`src/hdl/btms_pkg.sv`:
```
// Package for the band trimmed mean scaler.
// Holds field widths, fixed constants, register indexes and the divider status type.
// No dependencies.
package btms_pkg;

    localparam int SAMPLE_W   = 12;
    localparam int GAIN_W     = 8;
    localparam int THR_W      = 12;
    localparam int MIN_W      = 13;
    localparam int SPAN_W     = 13;
    localparam int BAND_OUT_W = 3;
    localparam int LEVEL_W    = 8;
    localparam int PROD_W     = 20;

    localparam int FULL_SCALE = 4096;
    localparam int LEVEL_MAX  = 255;

    localparam int DEF_NUM_SWEEPS = 5;
    localparam int DEF_NUM_BANDS  = 7;

    localparam int CFG_IDX_W  = 1;
    localparam int CFG_DATA_W = 12;
    localparam logic [CFG_IDX_W-1:0] CFG_GAIN      = 1'b0;
    localparam logic [CFG_IDX_W-1:0] CFG_THRESHOLD = 1'b1;

    localparam logic [GAIN_W-1:0] GAIN_RESET = 8'd1;
    localparam logic [THR_W-1:0]  THR_RESET  = 12'd0;

    typedef struct packed {
        logic busy;
        logic done;
    } t_div_stat;

endpackage

```
`src/hdl/btms_acc_mem.sv`:
```
// Per-band accumulator memory: sum, minimum and maximum of each band.
// One write port, one registered read port, per-entry valid bits; uses btms_pkg.
module btms_acc_mem
    import btms_pkg::*;
#(
    parameter int NUM_BANDS = DEF_NUM_BANDS,
    parameter int SUM_W     = SAMPLE_W + 3,
    parameter int ADDR_W    = 3
) (
    input  logic                               i_clk,
    input  logic                               i_rst_n,
    input  logic                               i_rd_en,
    input  logic [ADDR_W-1:0]                  i_rd_addr,
    input  logic                               i_wr_en,
    input  logic                               i_clr_en,
    input  logic [ADDR_W-1:0]                  i_wr_addr,
    input  logic [SUM_W+MIN_W+SAMPLE_W-1:0]    i_wr_data,
    output logic [SUM_W+MIN_W+SAMPLE_W-1:0]    o_rd_data
);

    localparam int ENT_W = SUM_W + MIN_W + SAMPLE_W;
    localparam logic [ENT_W-1:0] EMPTY_ENTRY =
        {SUM_W'(0), MIN_W'(FULL_SCALE), SAMPLE_W'(0)};

    logic [ENT_W-1:0]     r_mem [NUM_BANDS];
    logic [NUM_BANDS-1:0] r_vld;
    logic [ENT_W-1:0]     r_rd_data;
    logic                 r_rd_vld;

    always_ff @(posedge i_clk) begin
        if (i_wr_en) begin
            r_mem[i_wr_addr] <= i_wr_data;
        end
        if (i_rd_en) begin
            r_rd_data <= r_mem[i_rd_addr];
        end
    end

    // An entry that was never written since reset or its last clear reads as empty.
    always_ff @(posedge i_clk) begin
        if (!i_rst_n) begin
            r_vld    <= '0;
            r_rd_vld <= 1'b0;
        end else begin
            if (i_wr_en) begin
                r_vld[i_wr_addr] <= 1'b1;
            end else if (i_clr_en) begin
                r_vld[i_wr_addr] <= 1'b0;
            end
            if (i_rd_en) begin
                r_rd_vld <= r_vld[i_rd_addr];
            end
        end
    end

    assign o_rd_data = r_rd_vld ? r_rd_data : EMPTY_ENTRY;

endmodule

```
`src/hdl/btms_div.sv`:
```
// Restoring divider, one quotient bit per cycle.
// Used by the level mapping; uses btms_pkg.
module btms_div
    import btms_pkg::*;
#(
    parameter int DVD_W = PROD_W,
    parameter int DVS_W = SPAN_W
) (
    input  logic             i_clk,
    input  logic             i_rst_n,
    input  logic             i_start,
    input  logic [DVD_W-1:0] i_dividend,
    input  logic [DVS_W-1:0] i_divisor,
    output t_div_stat        o_stat,
    output logic [DVD_W-1:0] o_quotient
);

    localparam int CNT_W = $clog2(DVD_W);
    localparam logic [CNT_W-1:0] CNT_LAST = CNT_W'(DVD_W - 1);

    logic [DVS_W-1:0] r_rem;
    logic [DVD_W-1:0] r_quo;
    logic [DVS_W-1:0] r_dvs;
    logic [CNT_W-1:0] r_cnt;
    logic             r_busy;
    logic             r_done;

    logic [DVS_W:0]   trial;
    logic [DVS_W:0]   diff;
    logic             q_bit;

    always_comb begin
        trial = {r_rem, r_quo[DVD_W-1]};
        diff  = trial - {1'b0, r_dvs};
        q_bit = (trial >= {1'b0, r_dvs});
    end

    always_ff @(posedge i_clk) begin
        if (i_start) begin
            r_rem <= '0;
            r_quo <= i_dividend;
            r_dvs <= i_divisor;
        end else if (r_busy) begin
            r_rem <= q_bit ? diff[DVS_W-1:0] : trial[DVS_W-1:0];
            r_quo <= {r_quo[DVD_W-2:0], q_bit};
        end
    end

    always_ff @(posedge i_clk) begin
        if (!i_rst_n) begin
            r_busy <= 1'b0;
            r_done <= 1'b0;
            r_cnt  <= '0;
        end else begin
            r_done <= 1'b0;
            if (i_start) begin
                r_busy <= 1'b1;
                r_cnt  <= '0;
            end else if (r_busy) begin
                r_cnt <= r_cnt + 1'b1;
                if (r_cnt == CNT_LAST) begin
                    r_busy <= 1'b0;
                    r_done <= 1'b1;
                end
            end
        end
    end

    assign o_stat.busy = r_busy;
    assign o_stat.done = r_done;
    assign o_quotient  = r_quo;

endmodule

```
`src/hdl/band_trimmed_mean_scaler_core.sv`:
```
// Band trimmed mean scaler, top level. Uses btms_pkg, btms_acc_mem and btms_div.
// A sample outside the final sweep takes a memory read, then a write-back; no new sample
// is taken until it is through. A final-sweep sample goes through trim and entry clear,
// reciprocal multiply for the mean, gain, scaling, then a one bit per cycle span divide.
// A stalled output holds the core until its result is taken.
// Reset (synchronous, active low) restores gain 1, threshold 0, band and sweep 0, and
// marks every band entry empty at once, so no clearing pass is needed.
module band_trimmed_mean_scaler_core
    import btms_pkg::*;
#(
    parameter int NUM_SWEEPS = DEF_NUM_SWEEPS,
    parameter int NUM_BANDS  = DEF_NUM_BANDS
) (
    input  logic                  i_clk,
    input  logic                  i_rst_n,
    input  logic                  i_valid,
    output logic                  o_ready,
    input  logic [SAMPLE_W-1:0]   i_sample,
    output logic                  o_valid,
    input  logic                  i_ready,
    output logic [BAND_OUT_W-1:0] o_band,
    output logic [LEVEL_W-1:0]    o_level,
    output logic                  o_last,
    input  logic                  i_cfg_we,
    input  logic [CFG_IDX_W-1:0]  i_cfg_idx,
    input  logic [CFG_DATA_W-1:0] i_cfg_data
);

    localparam int BAND_W = (NUM_BANDS > 1) ? $clog2(NUM_BANDS) : 1;
    localparam int SWP_W  = $clog2(NUM_SWEEPS);
    localparam int SUM_W  = SAMPLE_W + $clog2(NUM_SWEEPS);
    localparam int ENT_W  = SUM_W + MIN_W + SAMPLE_W;
    localparam int DVD_W  = PROD_W;

    // Division by the fixed trim count is a multiply by a rounded-up reciprocal.
    localparam int TRIM_D   = NUM_SWEEPS - 2;
    localparam int RECIP_SH = SUM_W + $clog2(TRIM_D);
    localparam int RECIP_W  = RECIP_SH + 1;
    localparam int MPROD_W  = SUM_W + RECIP_W;
    localparam logic [RECIP_W-1:0] RECIP =
        RECIP_W'(((64'd1 << RECIP_SH) + 64'(TRIM_D) - 64'd1) / 64'(TRIM_D));

    localparam logic [BAND_W-1:0] BAND_LAST  = BAND_W'(NUM_BANDS - 1);
    localparam logic [SWP_W-1:0]  SWP_LAST   = SWP_W'(NUM_SWEEPS - 1);
    localparam logic [SPAN_W-1:0] FULL_SPAN  = SPAN_W'(FULL_SCALE);
    localparam logic [PROD_W-1:0] FULL_PROD  = PROD_W'(FULL_SCALE);

    localparam logic [3:0] S_IDLE   = 4'd0;
    localparam logic [3:0] S_UPD    = 4'd1;
    localparam logic [3:0] S_MEAN   = 4'd2;
    localparam logic [3:0] S_MUL    = 4'd3;
    localparam logic [3:0] S_SCL    = 4'd4;
    localparam logic [3:0] S_LSTART = 4'd5;
    localparam logic [3:0] S_LWAIT  = 4'd6;
    localparam logic [3:0] S_OUT    = 4'd7;

    logic [3:0]          r_state, n_state;
    logic [BAND_W-1:0]   r_band_cnt;
    logic [SWP_W-1:0]    r_swp_cnt;
    logic [BAND_W-1:0]   r_band;
    logic                r_final;
    logic [SAMPLE_W-1:0] r_sample;
    logic [GAIN_W-1:0]   r_gain;
    logic [THR_W-1:0]    r_thr;
    logic [SUM_W-1:0]    r_trim;
    logic [SAMPLE_W-1:0] r_mean;
    logic [PROD_W-1:0]   r_prod;
    logic [DVD_W-1:0]    r_scaled;
    logic [SPAN_W-1:0]   r_span;
    logic                r_out_valid;
    logic [BAND_OUT_W-1:0] r_out_band;
    logic [LEVEL_W-1:0]  r_out_level;
    logic                r_out_last;

    logic                accept;
    logic [ENT_W-1:0]    rd_data;
    logic [ENT_W-1:0]    wr_data;
    logic                wr_en;
    logic                clr_en;
    logic [SUM_W-1:0]    old_sum, new_sum, trim;
    logic [MIN_W-1:0]    old_min, new_min;
    logic [SAMPLE_W-1:0] old_max, new_max;
    logic [MPROD_W-1:0]  mean_prod;
    logic [MIN_W-1:0]    clamped;
    logic [MIN_W-1:0]    span_off;
    logic [PROD_W:0]     times_max;
    logic [BAND_W+BAND_OUT_W-1:0] band_ext;
    logic                out_load;

    logic                div_start;
    logic [DVD_W-1:0]    div_dividend;
    logic [SPAN_W-1:0]   div_divisor;
    t_div_stat           div_stat;
    logic [DVD_W-1:0]    div_quo;

    assign accept  = i_valid && o_ready;
    assign o_ready = (r_state == S_IDLE);

    // Configuration registers.
    always_ff @(posedge i_clk) begin
        if (!i_rst_n) begin
            r_gain <= GAIN_RESET;
            r_thr  <= THR_RESET;
        end else if (i_cfg_we) begin
            case (i_cfg_idx)
                CFG_GAIN:      r_gain <= i_cfg_data[GAIN_W-1:0];
                CFG_THRESHOLD: r_thr  <= i_cfg_data[THR_W-1:0];
                default:       ;
            endcase
        end
    end

    btms_acc_mem #(
        .NUM_BANDS (NUM_BANDS),
        .SUM_W     (SUM_W),
        .ADDR_W    (BAND_W)
    ) u_mem (
        .i_clk     (i_clk),
        .i_rst_n   (i_rst_n),
        .i_rd_en   (accept),
        .i_rd_addr (r_band_cnt),
        .i_wr_en   (wr_en),
        .i_clr_en  (clr_en),
        .i_wr_addr (r_band),
        .i_wr_data (wr_data),
        .o_rd_data (rd_data)
    );

    // Read-modify-write of the band entry; the final sweep clears it instead.
    always_comb begin
        old_sum = rd_data[ENT_W-1 -: SUM_W];
        old_min = rd_data[SAMPLE_W +: MIN_W];
        old_max = rd_data[SAMPLE_W-1:0];
        new_sum = old_sum + SUM_W'(r_sample);
        new_min = ({1'b0, r_sample} < old_min) ? {1'b0, r_sample} : old_min;
        new_max = (r_sample > old_max) ? r_sample : old_max;
        trim    = new_sum - SUM_W'(new_min) - SUM_W'(new_max);
        wr_data = {new_sum, new_min, new_max};
        wr_en   = (r_state == S_UPD) && !r_final;
        clr_en  = (r_state == S_UPD) && r_final;
    end

    assign mean_prod = MPROD_W'(r_trim) * MPROD_W'(RECIP);

    // Clamp to [threshold, full scale] and scale the offset by 255.
    always_comb begin
        if (r_prod < PROD_W'(r_thr)) begin
            clamped = {1'b0, r_thr};
        end else if (r_prod > FULL_PROD) begin
            clamped = FULL_SPAN;
        end else begin
            clamped = r_prod[MIN_W-1:0];
        end
        span_off  = clamped - {1'b0, r_thr};
        times_max = (PROD_W+1)'({span_off, 8'b0}) - (PROD_W+1)'(span_off);
    end

    assign div_start    = (r_state == S_LSTART);
    assign div_dividend = r_scaled;
    assign div_divisor  = r_span;

    btms_div #(
        .DVD_W (DVD_W),
        .DVS_W (SPAN_W)
    ) u_div (
        .i_clk      (i_clk),
        .i_rst_n    (i_rst_n),
        .i_start    (div_start),
        .i_dividend (div_dividend),
        .i_divisor  (div_divisor),
        .o_stat     (div_stat),
        .o_quotient (div_quo)
    );

    assign out_load = (r_state == S_OUT) && (!r_out_valid || i_ready);

    always_comb begin
        n_state = r_state;
        case (r_state)
            S_IDLE:   if (accept) n_state = S_UPD;
            S_UPD:    n_state = r_final ? S_MEAN : S_IDLE;
            S_MEAN:   n_state = S_MUL;
            S_MUL:    n_state = S_SCL;
            S_SCL:    n_state = S_LSTART;
            S_LSTART: n_state = S_LWAIT;
            S_LWAIT:  if (div_stat.done) n_state = S_OUT;
            S_OUT:    if (out_load) n_state = S_IDLE;
            default:  n_state = S_IDLE;
        endcase
    end

    always_ff @(posedge i_clk) begin
        if (!i_rst_n) begin
            r_state     <= S_IDLE;
            r_band_cnt  <= '0;
            r_swp_cnt   <= '0;
            r_out_valid <= 1'b0;
        end else begin
            r_state <= n_state;
            if (accept) begin
                if (r_band_cnt == BAND_LAST) begin
                    r_band_cnt <= '0;
                    r_swp_cnt  <= (r_swp_cnt == SWP_LAST) ? '0 : r_swp_cnt + 1'b1;
                end else begin
                    r_band_cnt <= r_band_cnt + 1'b1;
                end
            end
            if (out_load) begin
                r_out_valid <= 1'b1;
            end else if (i_ready) begin
                r_out_valid <= 1'b0;
            end
        end
    end

    assign band_ext = {{BAND_OUT_W{1'b0}}, r_band};

    always_ff @(posedge i_clk) begin
        if (accept) begin
            r_band   <= r_band_cnt;
            r_final  <= (r_swp_cnt == SWP_LAST);
            r_sample <= i_sample;
        end
        if (r_state == S_UPD) begin
            r_trim <= trim;
        end
        if (r_state == S_MEAN) begin
            r_mean <= mean_prod[RECIP_SH +: SAMPLE_W];
        end
        if (r_state == S_MUL) begin
            r_prod <= PROD_W'(r_mean) * PROD_W'(r_gain);
        end
        if (r_state == S_SCL) begin
            r_scaled <= DVD_W'(times_max[PROD_W-1:0]);
            r_span   <= FULL_SPAN - {1'b0, r_thr};
        end
        if (out_load) begin
            r_out_band  <= band_ext[BAND_OUT_W-1:0];
            r_out_level <= div_quo[LEVEL_W-1:0];
            r_out_last  <= (r_band == BAND_LAST);
        end
    end

    assign o_valid = r_out_valid;
    assign o_band  = r_out_band;
    assign o_level = r_out_level;
    assign o_last  = r_out_last;

    // An accepted request always goes to the entry update next.
    a_accept_to_upd: assert property (@(posedge i_clk) disable iff (!i_rst_n)
        accept |=> (r_state == S_UPD))
        else $error("accepted request did not enter the update state");

    // The divider is never restarted while it still works.
    a_div_no_restart: assert property (@(posedge i_clk) disable iff (!i_rst_n)
        div_start |-> !div_stat.busy)
        else $error("divider started while busy");

    // No new request is taken while the divider is still working.
    a_idle_div_free: assert property (@(posedge i_clk) disable iff (!i_rst_n)
        (r_state == S_IDLE) |-> !div_stat.busy)
        else $error("idle with divider busy");

    // The mapping span is never zero when the level divide starts.
    a_span_nonzero: assert property (@(posedge i_clk) disable iff (!i_rst_n)
        (r_state == S_LSTART) |-> (r_span != '0))
        else $error("zero span at level divide");

endmodule
```
`config.mk`:
```
export PLATFORM = sky130hd
export DESIGN_NAME = band_trimmed_mean_scaler_core
export DESIGN_NICKNAME = d
export VERILOG_FILES = /design/src/hdl/btms_pkg.sv /design/src/hdl/btms_acc_mem.sv /design/src/hdl/btms_div.sv /design/src/hdl/band_trimmed_mean_scaler_core.sv
export SDC_FILE = /design/constraint.sdc
export NUM_CORES = 1
export LEC_CHECK = 0
export ABC_CLOCK_PERIOD_IN_PS = 6300
export BUFFER_PORTS_ARGS = -buffer_cell sky130_fd_sc_hd__buf_2
export CORE_ASPECT_RATIO = 1.5
export CORE_MARGIN = 5
export CORE_UTILIZATION = 30
export DETAILED_ROUTE_END_ITERATION = 10
export GPL_TIMING_DRIVEN = 0
export HOLD_SLACK_MARGIN = 0.02
export PLACE_DENSITY_LB_ADDON = 0.15
export SYNTH_ARGS = -nofsm -noshare
export SYNTH_HDL_FRONTEND = slang
export SYNTH_SLANG_ARGS = --single-unit
export TNS_END_PERCENT = 10
```
`constraint.sdc`:
```
create_clock -name i_clk -period 6.3 [get_ports i_clk]
set_clock_uncertainty 0.2 [all_clocks]
set_input_delay 0.315 -clock i_clk [delete_from_list [all_inputs] [get_ports i_clk]]
set_output_delay 0.315 -clock i_clk [all_outputs]
set_load 0.1 [all_outputs]
```
==> results of run 1 <==
==> power groups by stage <==
stage / clock (uW) / combinational [uW] / sequential, uW
5_1_grt: 3420 / 14600 / 4830
6_report: 3170 / 12600 / 4820
2_1_floorplan: 0 / 9360 / 4780
4_1_cts: 3280 / 12500 / 4820
3_5_place_dp: 0 / 12000 / 4900
3_3_place_gp: 0 / 12000 / 4910
==> final cells by class <==
cell class	instances	area (um2)	share of cell area, %
flip-flops and latches	519	15010	43.71
multi-input cells	1561	13840	40.32
well taps	1287	1610	4.690
clock buffers	61	1399	4.074
repair buffers	110	1007	2.933
inverters	217	814.5	2.372
clock inverters	38	350.3	1.020
plain buffers	71	301.5	0.8782
==> flip-flops by register name, indices dropped and copies added, names as in the netlist, 5 cells and up, named ones only <==
signal,cells
u_div.o_quotient,20
r_thr,12
div_dividend,20
r_mean,12
r_trim,15
u_div.r_dvs,13
div_divisor,13
u_div.r_cnt,5
u_mem.r_mem,280
o_level,8
r_sample,12
u_mem.r_rd_data,40
r_gain,8
r_prod,20
u_div.r_rem,13
==> metrics by stage <==
step	setup TNS (ps)	std cells	utilization, %	power (uW)	instance area (um2)
2_1_floorplan	0	2368	-	14140	29770
3_3_place_gp	-616480	3698	32.09	16910	31590
3_5_place_dp	-4536	3723	32.57	16920	32060
4_1_cts	-86.46	3855	34.71	20570	34170
5_1_grt	0	3864	34.88	22890	34340
6_report	0	3864	34.88	20590	34340
==> per-layer routing <==
| metal | vias up | routed length [um] |
|---|---|---|
| met5 | - | 0 |
| met4 | 0 | 2311 |
| met3 | 121 | 1839 |
| met2 | 234 | 41910 |
| met1 | 9151 | 28190 |
| li1 | 8739 | - |
==> cell usage in the layout, fill, tap and decap left out, drive strengths merged, types with 78 or more instances in the layout <==
| cell type | count |
|---|---|
| fa | 137 |
| mux2i | 78 |
| a21oi | 103 |
| nor2 | 98 |
| edfxtp | 461 |
| clkbuf | 119 |
| inv | 218 |
| nand2 | 277 |
| o21ai | 87 |
| ha | 232 |
| buf | 91 |
==> critical path, delay by kind of cell (launching register included) <==
family,cells,cell delay [ps]
xor gates and xnor gates,1,100
buffers and inverters,3,320
DFF,1,490
adders and majority gates,7,3190
AOI/OAI and AO/OA,6,1160
and+or+nand+nor,2,340
==> path summary, 6_finish.rpt <==
check	from	to	slack (ps)
worst max-delay path	r_trim[11]$_DFFE_PN_	r_mean[11]$_DFFE_PP_	290
worst min-delay path	i_cfg_we	r_gain[7]$_SDFFE_PN0P_	80
worst max register to register	r_trim[11]$_DFFE_PN_	r_mean[11]$_DFFE_PP_	290
worst min register to register	r_band_cnt[1]$_SDFFE_PN0P_	r_band[1]$_DFFE_PP_	220
==> cell families after synthesis <==
logic type / count (synthesis) / synth area share, %
flops: 519 / 50.46
fa+ha+maj: 369 / 18.99
xor+xnor: 97 / 2.857
mux: 175 / 7.852
simple gates: 599 / 9.421
other cells: 1 / 0.01261
compound gates: 313 / 6.733
buf+inv: 288 / 3.678
==> repair_timing <==
| action | in CTS | in global routing |
|---|---|---|
| endpoints found under the setup margin | 20 | 16 |
| hold endpoints to repair | 42 | 0 |
| pin swaps | 2 | 8 |
| resized for setup | 12 | 26 |
| setup buffers | 1 | 9 |
| hold buffers | 32 | 0 |
==> out/metrics.csv, run 1 <==
stage,metric,value,unit
finish,final_layout_size_suffix_gt1_share,12.50,%
finish,antenna_cells,0,
worst_setup_path,cp_slowest_cell,fa_1,
global_routing,grt-ovfl-total,0,
floorplan,die_area,0.1056,mm2
timing,slew_violations,0,
logic_synthesis,synth-seq-area-share,50.46,%
finish,areaGrowthSynthToFinish,15.48,%
timing,fin_ws,286.1,ps
worst_setup_path,ff2ff_path_depth,19,
power_and_ir_drop,seq_power_share,23.4,%
place,hpwl,56970,um
timing,finalCritPeriodShare,95.46,%
timing,relSlewSlack,23.54,%
timing,max_clock_freq,0.1663,GHz
floorplan,ioPinCount,44,
floorplan,start_util,30.21,%
worst_setup_path,worstPathMaxFanout,3,
clock_network,htreeDepth,2,
clock_network,root_buffer,clkbuf_16,
timing,period_needed,6014,ps
timing,whs,83.82,ps
logic_synthesis,ys.flop_type,edfxtp_1,
floorplan,die_h,395.6,um
global_routing,met3_usage,1.856,%
worst_setup_path,cpPeakStageDelay,580,ps
logic_synthesis,synthTopCellsByArea,"edfxtp_1 (47%), ha_1 (9.8%), fa_1 (9.2%)",
logic_synthesis,synth.most_common_cell,edfxtp_1,
run_status,status,"finished, final reports clean",
power_and_ir_drop,combPwrFrac,61.2,%
worst_setup_path,end_kind,flip-flop,
clock_network,clkSinkCount,519,
global_routing,grt_use_met1,15.19,%
floorplan,core,0.09844,mm2
logic_synthesis,synth-async-reset-ratio,0,%
timing,rsz0062_at_grt,yes,
finish,layout.nets,2933,
run,maxCapViolCount,0,
worst_setup_path,cp_common_cell,fa_1,
global_routing,grt_use_total,14.01,%
worst_setup_path,arrival,6180,ps
worst_hold_path,hold_depth,5,
logic_synthesis,ys_ff_latch,519,
worst_setup_path,critPathKind,flip-flop to flip-flop,
place,preCtsSetupSlack,-727.2,ps
power_and_ir_drop,p_sw,8562,uW
worst_setup_path,start_kind,flip-flop,
place,place.gp.congestion,0.8595,
global_routing,met2_usage,27.80,%
power_and_ir_drop,p_leak,0.01331,uW
route,ant_nets,0,
logic_synthesis,synth_top_area_share,46.56,%
clock_network,numCtsBuffers,54,
global_routing,antenna_found_initial,0,
logic_synthesis,synthTopCellsByCount,"edfxtp_1 (461), nand2_1 (277), ha_1 (232)",
place,numPortBuffers,43,
logic_synthesis,synth_area_per_cell,12.59,um2
global_routing,grt_busiest_layer,met2,
global_routing,grt_pass1_wl,115400,um
clock_network,cts_buffer_depth,3,
logic_synthesis,yosysUniqueCellTypes,77,
clock_network,tritoncts,done,
power_and_ir_drop,p_sw_share,41.59,%
logic_synthesis,synthCells,2361,
route,viasPerCell,4.722,
logic_synthesis,yosysTopAreaCell,edfxtp_1,
logic_synthesis,synth-edff-count,461,
worst_setup_path,required,6470,ps
power_and_ir_drop,internal_power,12030,uW
route,drtPass1Iterations,5,
global_routing,grt_max_degree,43,
worst_setup_path,path_cells,"ha_4, inv_1, fa_1, fa_1, inv_1, fa_1, fa_1, fa_1, ha_1, a21oi_1, o21ai_1, a2111oi_4, buf_4, o41ai_4, o2111ai_2, nand2_1, and4_4, a2111oi_4, xnor2_1",
logic_synthesis,ys_warn_count,0,
timing,finalSetupViolCount,0,
route,drtIter0Drc,862,
route,num_vias,18245,
route,wl,74250,um
route,drc,0,
global_routing,grt_pass1_vias,20053,
power_and_ir_drop,power_density,599.6,mW/mm2
floorplan,dieWidth,267.1,um
worst_hold_path,min_path_type,input port to flip-flop,
power_and_ir_drop,vdd_drop_max,0.7251,mV
clock_network,clkTransAtPathRegs,60,ps
logic_synthesis,syn_area,0.02973,mm2
route,wl_per_cell,19.22,um
power_and_ir_drop,clockPowerShare,15.4,%
clock_network,clk_latency,620,ps
finish,final.fill_count,9779,
timing,hold_violations,0,
timing,worst_pin_slew,1143,ps
floorplan,rows,141,
Note: power is estimated with default switching activity, not from simulation.
==> run 2: changes to the inputs <==
Settings changed: PLACE_DENSITY from default to 0.51, PLACE_DENSITY_LB_ADDON 0.15 to default.
==> run 2 against run 1 <==
Clock-buffer cell count rose by 5; first-iteration DRC count fell by 19%; cell area barely moved; sequential share of layout area barely moved; critical path depth did not move; via count rose by 0.76%; combinational power barely moved; utilization barely moved; register-to-register slack improved by 20 ps; cell count rose by 0.18%; non-clock buffer count rose by 9; largest cell class unchanged; largest power group unchanged.
==> out/metrics.csv, run 2 (synthesis results as in run 1) <==
stage,metric,value,unit,change
run_status,status,"finished, final reports clean",,
finish,largestRegisters,"u_mem.r_mem (280), u_mem.r_rd_data (40)",,
worst_setup_path,arrival,6150,ps,-30 ps
worst_setup_path,path_cells,"ha_1, inv_1, fa_1, inv_1, fa_1, fa_1, fa_1, fa_1, ha_1, a21oi_1, a21boi_0, nor2_1, buf_4, o41ai_4, o2111ai_2, a21boi_0, o21a_1, nor2_1, xnor2_1",,
floorplan,dieWidth,267.1,um,unchanged
worst_setup_path,path_buf_inv,3,,unchanged
power_and_ir_drop,p_sw_share,41.19,%,-0.40 points
clock_network,root_buffer,clkbuf_16,,
power_and_ir_drop,p_sw,8542,uW,-0.23%
worst_hold_path,hold_depth,2,,-3
timing,period_needed,5994,ps,-20.11 ps
floorplan,rows,141,,unchanged
power_and_ir_drop,vdd_drop_max,1.192,mV,+64%
run,maxCapViolCount,0,,unchanged
power_and_ir_drop,clockPowerShare,15.3,%,about the same
place,hpwl,53780,um,-5.6%
global_routing,grt_use_total,13.44,%,-0.56 points
global_routing,grt-ovfl-total,0,,unchanged
finish,layout_common_cells,"edfxtp_1 (461), nand2_1 (277), ha_1 (229)",,
worst_setup_path,start_kind,flip-flop,,
timing,slew_violations,0,,unchanged
place,place.gp.congestion,0.8351,,-2.8%
route,wl_per_cell,18.47,um,-3.9%
route,drc,0,,unchanged
power_and_ir_drop,power_density,603.6,mW/mm2,+0.67%
worst_hold_path,hold_path.startpoint,i_sample[11],,
timing,finalCritPeriodShare,95.14,%,-0.32 points
finish,regMostFlops,u_mem.r_mem,,
place,dp.cells,3720,,-0.081%
timing,finalSetupViolCount,0,,unchanged
worst_setup_path,cp_slowest_cell,fa_1,,
worst_setup_path,regToRegStartpoint,r_trim[12]$_DFFE_PN_,,
power_and_ir_drop,p_leak,0.01331,uW,about the same
worst_hold_path,whs_endpoint,r_sample[11]$_DFFE_PP_,,
clock_network,numCtsBuffers,54,,unchanged
global_routing,antenna_found_initial,0,,unchanged
worst_setup_path,worstPathMaxFanout,3,,unchanged
worst_setup_path,r2r-end,r_mean[10]$_DFFE_PP_,,
worst_setup_path,crit_family,adder cells,,
global_routing,grt_pass1_wl,112300,um,-2.7%
power_and_ir_drop,internal_power,12200,uW,+1.4%
worst_setup_path,end_kind,flip-flop,,
global_routing,grt_pass1_vias,20129,,+0.38%
finish,final_layout_size_suffix_gt1_share,12.27,%,-0.23 points
finish,areaGrowthSynthToFinish,15.54,%,about the same
floorplan,start_util,30.21,%,unchanged
worst_setup_path,ff2ff_path_depth,19,,unchanged
clock_network,clkTransAtPathRegs,60,ps,about the same
worst_hold_path,min_path_type,input port to flip-flop,,
floorplan,die_h,395.6,um,unchanged
finish,layout.cells.non_filler,3871,,+0.18%
timing,max_clock_freq,0.1668,GHz,+0.34%
power_and_ir_drop,seq_power_share,23.2,%,-0.2 points
worst_setup_path,required,6460,ps,about the same
timing,relSlewSlack,22.15,%,-1.4 points
worst_setup_path,rrSetupSlack,310,ps,+20 ps
route,wl,71490,um,-3.7%
floorplan,die_area,0.1056,mm2,unchanged
clock_network,htreeDepth,2,,unchanged
finish,largest_reg_flops,280,,unchanged
finish,final_common_cell,edfxtp_1,,
power_and_ir_drop,combPwrFrac,61.5,%,+0.3 points
clock_network,cts_buffer_depth,3,,unchanged
route,ant_nets,0,,unchanged
place,numPortBuffers,43,,unchanged
route,drtPass1Iterations,5,,unchanged
finish,antenna_cells,0,,unchanged
worst_setup_path,critPathKind,flip-flop to flip-flop,,
clock_network,tritoncts,done,,
timing,worst_pin_slew,1163,ps,+20.78 ps
floorplan,ioPinCount,44,,unchanged
finish,layout.nets,2942,,+0.31%
power_and_ir_drop,power.total,20740,uW,+0.73%
global_routing,grt_max_degree,48,,+12%
worst_setup_path,cp_common_cell,fa_1,,
worst_setup_path,cpPeakStageDelay,520,ps,-60 ps
route,drtIter0Drc,698,,-19%
route,num_vias,18384,,+0.76%
clock_network,clkSinkCount,519,,unchanged
route,viasPerCell,4.749,,+0.58%
clock_network,clk_latency,610,ps,about the same
floorplan,core,0.09844,mm2,unchanged
timing,hold_violations,0,,unchanged
run 2: cell count changes in the layout (fill, tap and decap cells not counted), moves of 2 or more:
cell and change:
clkinv_2 -9, dlygate4sd3_1 +7, clkbuf_1 +5, inv_6 +4, buf_4 +3, buf_16 -2, clkinv_1 -2, o21ai_0 +2
o21ai_1 -2
run 2: power groups by stage:
stage / clock network (uW) / registers, uW / logic, uW
after floorplan: 0 / 4780 / 9360
after global placement: 0 / 4900 / 11800
after detailed placement: 0 / 4890 / 11900
after CTS: 3270 / 4820 / 12300
after global routing: 3400 / 4830 / 14800
final: 3170 / 4810 / 12800
run 2: through the flow:
step / instance area, um2 / util, % / hold WS [ps] / setup TNS [ps] / worst slack (ps)
floorplan: 29770 / - / 186.8 / 0 / 279.9
global route: 34360 / 34.90 / 185.8 / -6.312 / -3.525
detailed placement: 32000 / 32.51 / 206.1 / -2932 / -655.2
finish: 34360 / 34.90 / 211.7 / 0 / 306.2
global placement: 31590 / 32.09 / 206.6 / -585040 / -3626
CTS: 34180 / 34.72 / 163.8 / -6.064 / -6.064
run 2: layer usage:
| layer | up-vias | GRT usage [%] | wire length (um) |
|---|---|---|---|
| met5 | - | 0 | 0 |
| met4 | 0 | 4.703 | 2582 |
| met3 | 138 | 1.595 | 1817 |
| met2 | 257 | 26.49 | 39870 |
| met1 | 9245 | 14.58 | 27220 |
| li1 | 8744 | - | - |
run 2: repair_timing:
item                                   4_1_cts  5_1_grt
gates resized for setup                     12       15
setup endpoints to repair                   15       17
pin swaps                                    0        8
hold buffers                                39        0
endpoints found under the hold margin       42        0
setup buffers                                0       14
run 2: area by class of cell:
type | count | area (um2)
Fill cell | 9706 | 64090
Sequential cell | 519 | 15010
Multi-Input combinational cell | 1561 | 13830
Tap cell | 1287 | 1610
Clock buffer | 66 | 1439
Timing Repair Buffer | 119 | 1052
Inverter | 217 | 814.5
Clock inverter | 31 | 310.3
Buffer | 71 | 297.8
run 2: how the worst max path moves through the flow:
stage / from / endpoint / cells past startpoint
after floorplan: r_state[2]$_SDFFE_PN0P_ / r_swp_cnt[2]$_SDFFE_PN0P_ / 7
after global placement: r_state[0]$_SDFFE_PN0P_ / u_mem.r_mem[4][14]$_DFFE_PP_ / 4
after detailed placement: u_mem.r_rd_vld$_SDFFE_PN0P_ / r_trim[14]$_DFFE_PN_ / 24
after CTS: r_thr[1]$_SDFFE_PN0P_ / div_dividend[15]$_DFFE_PN_ / 26
after global routing: r_trim[13]$_DFFE_PN_ / r_mean[11]$_DFFE_PP_ / 19
final: r_trim[12]$_DFFE_PN_ / r_mean[10]$_DFFE_PP_ / 19
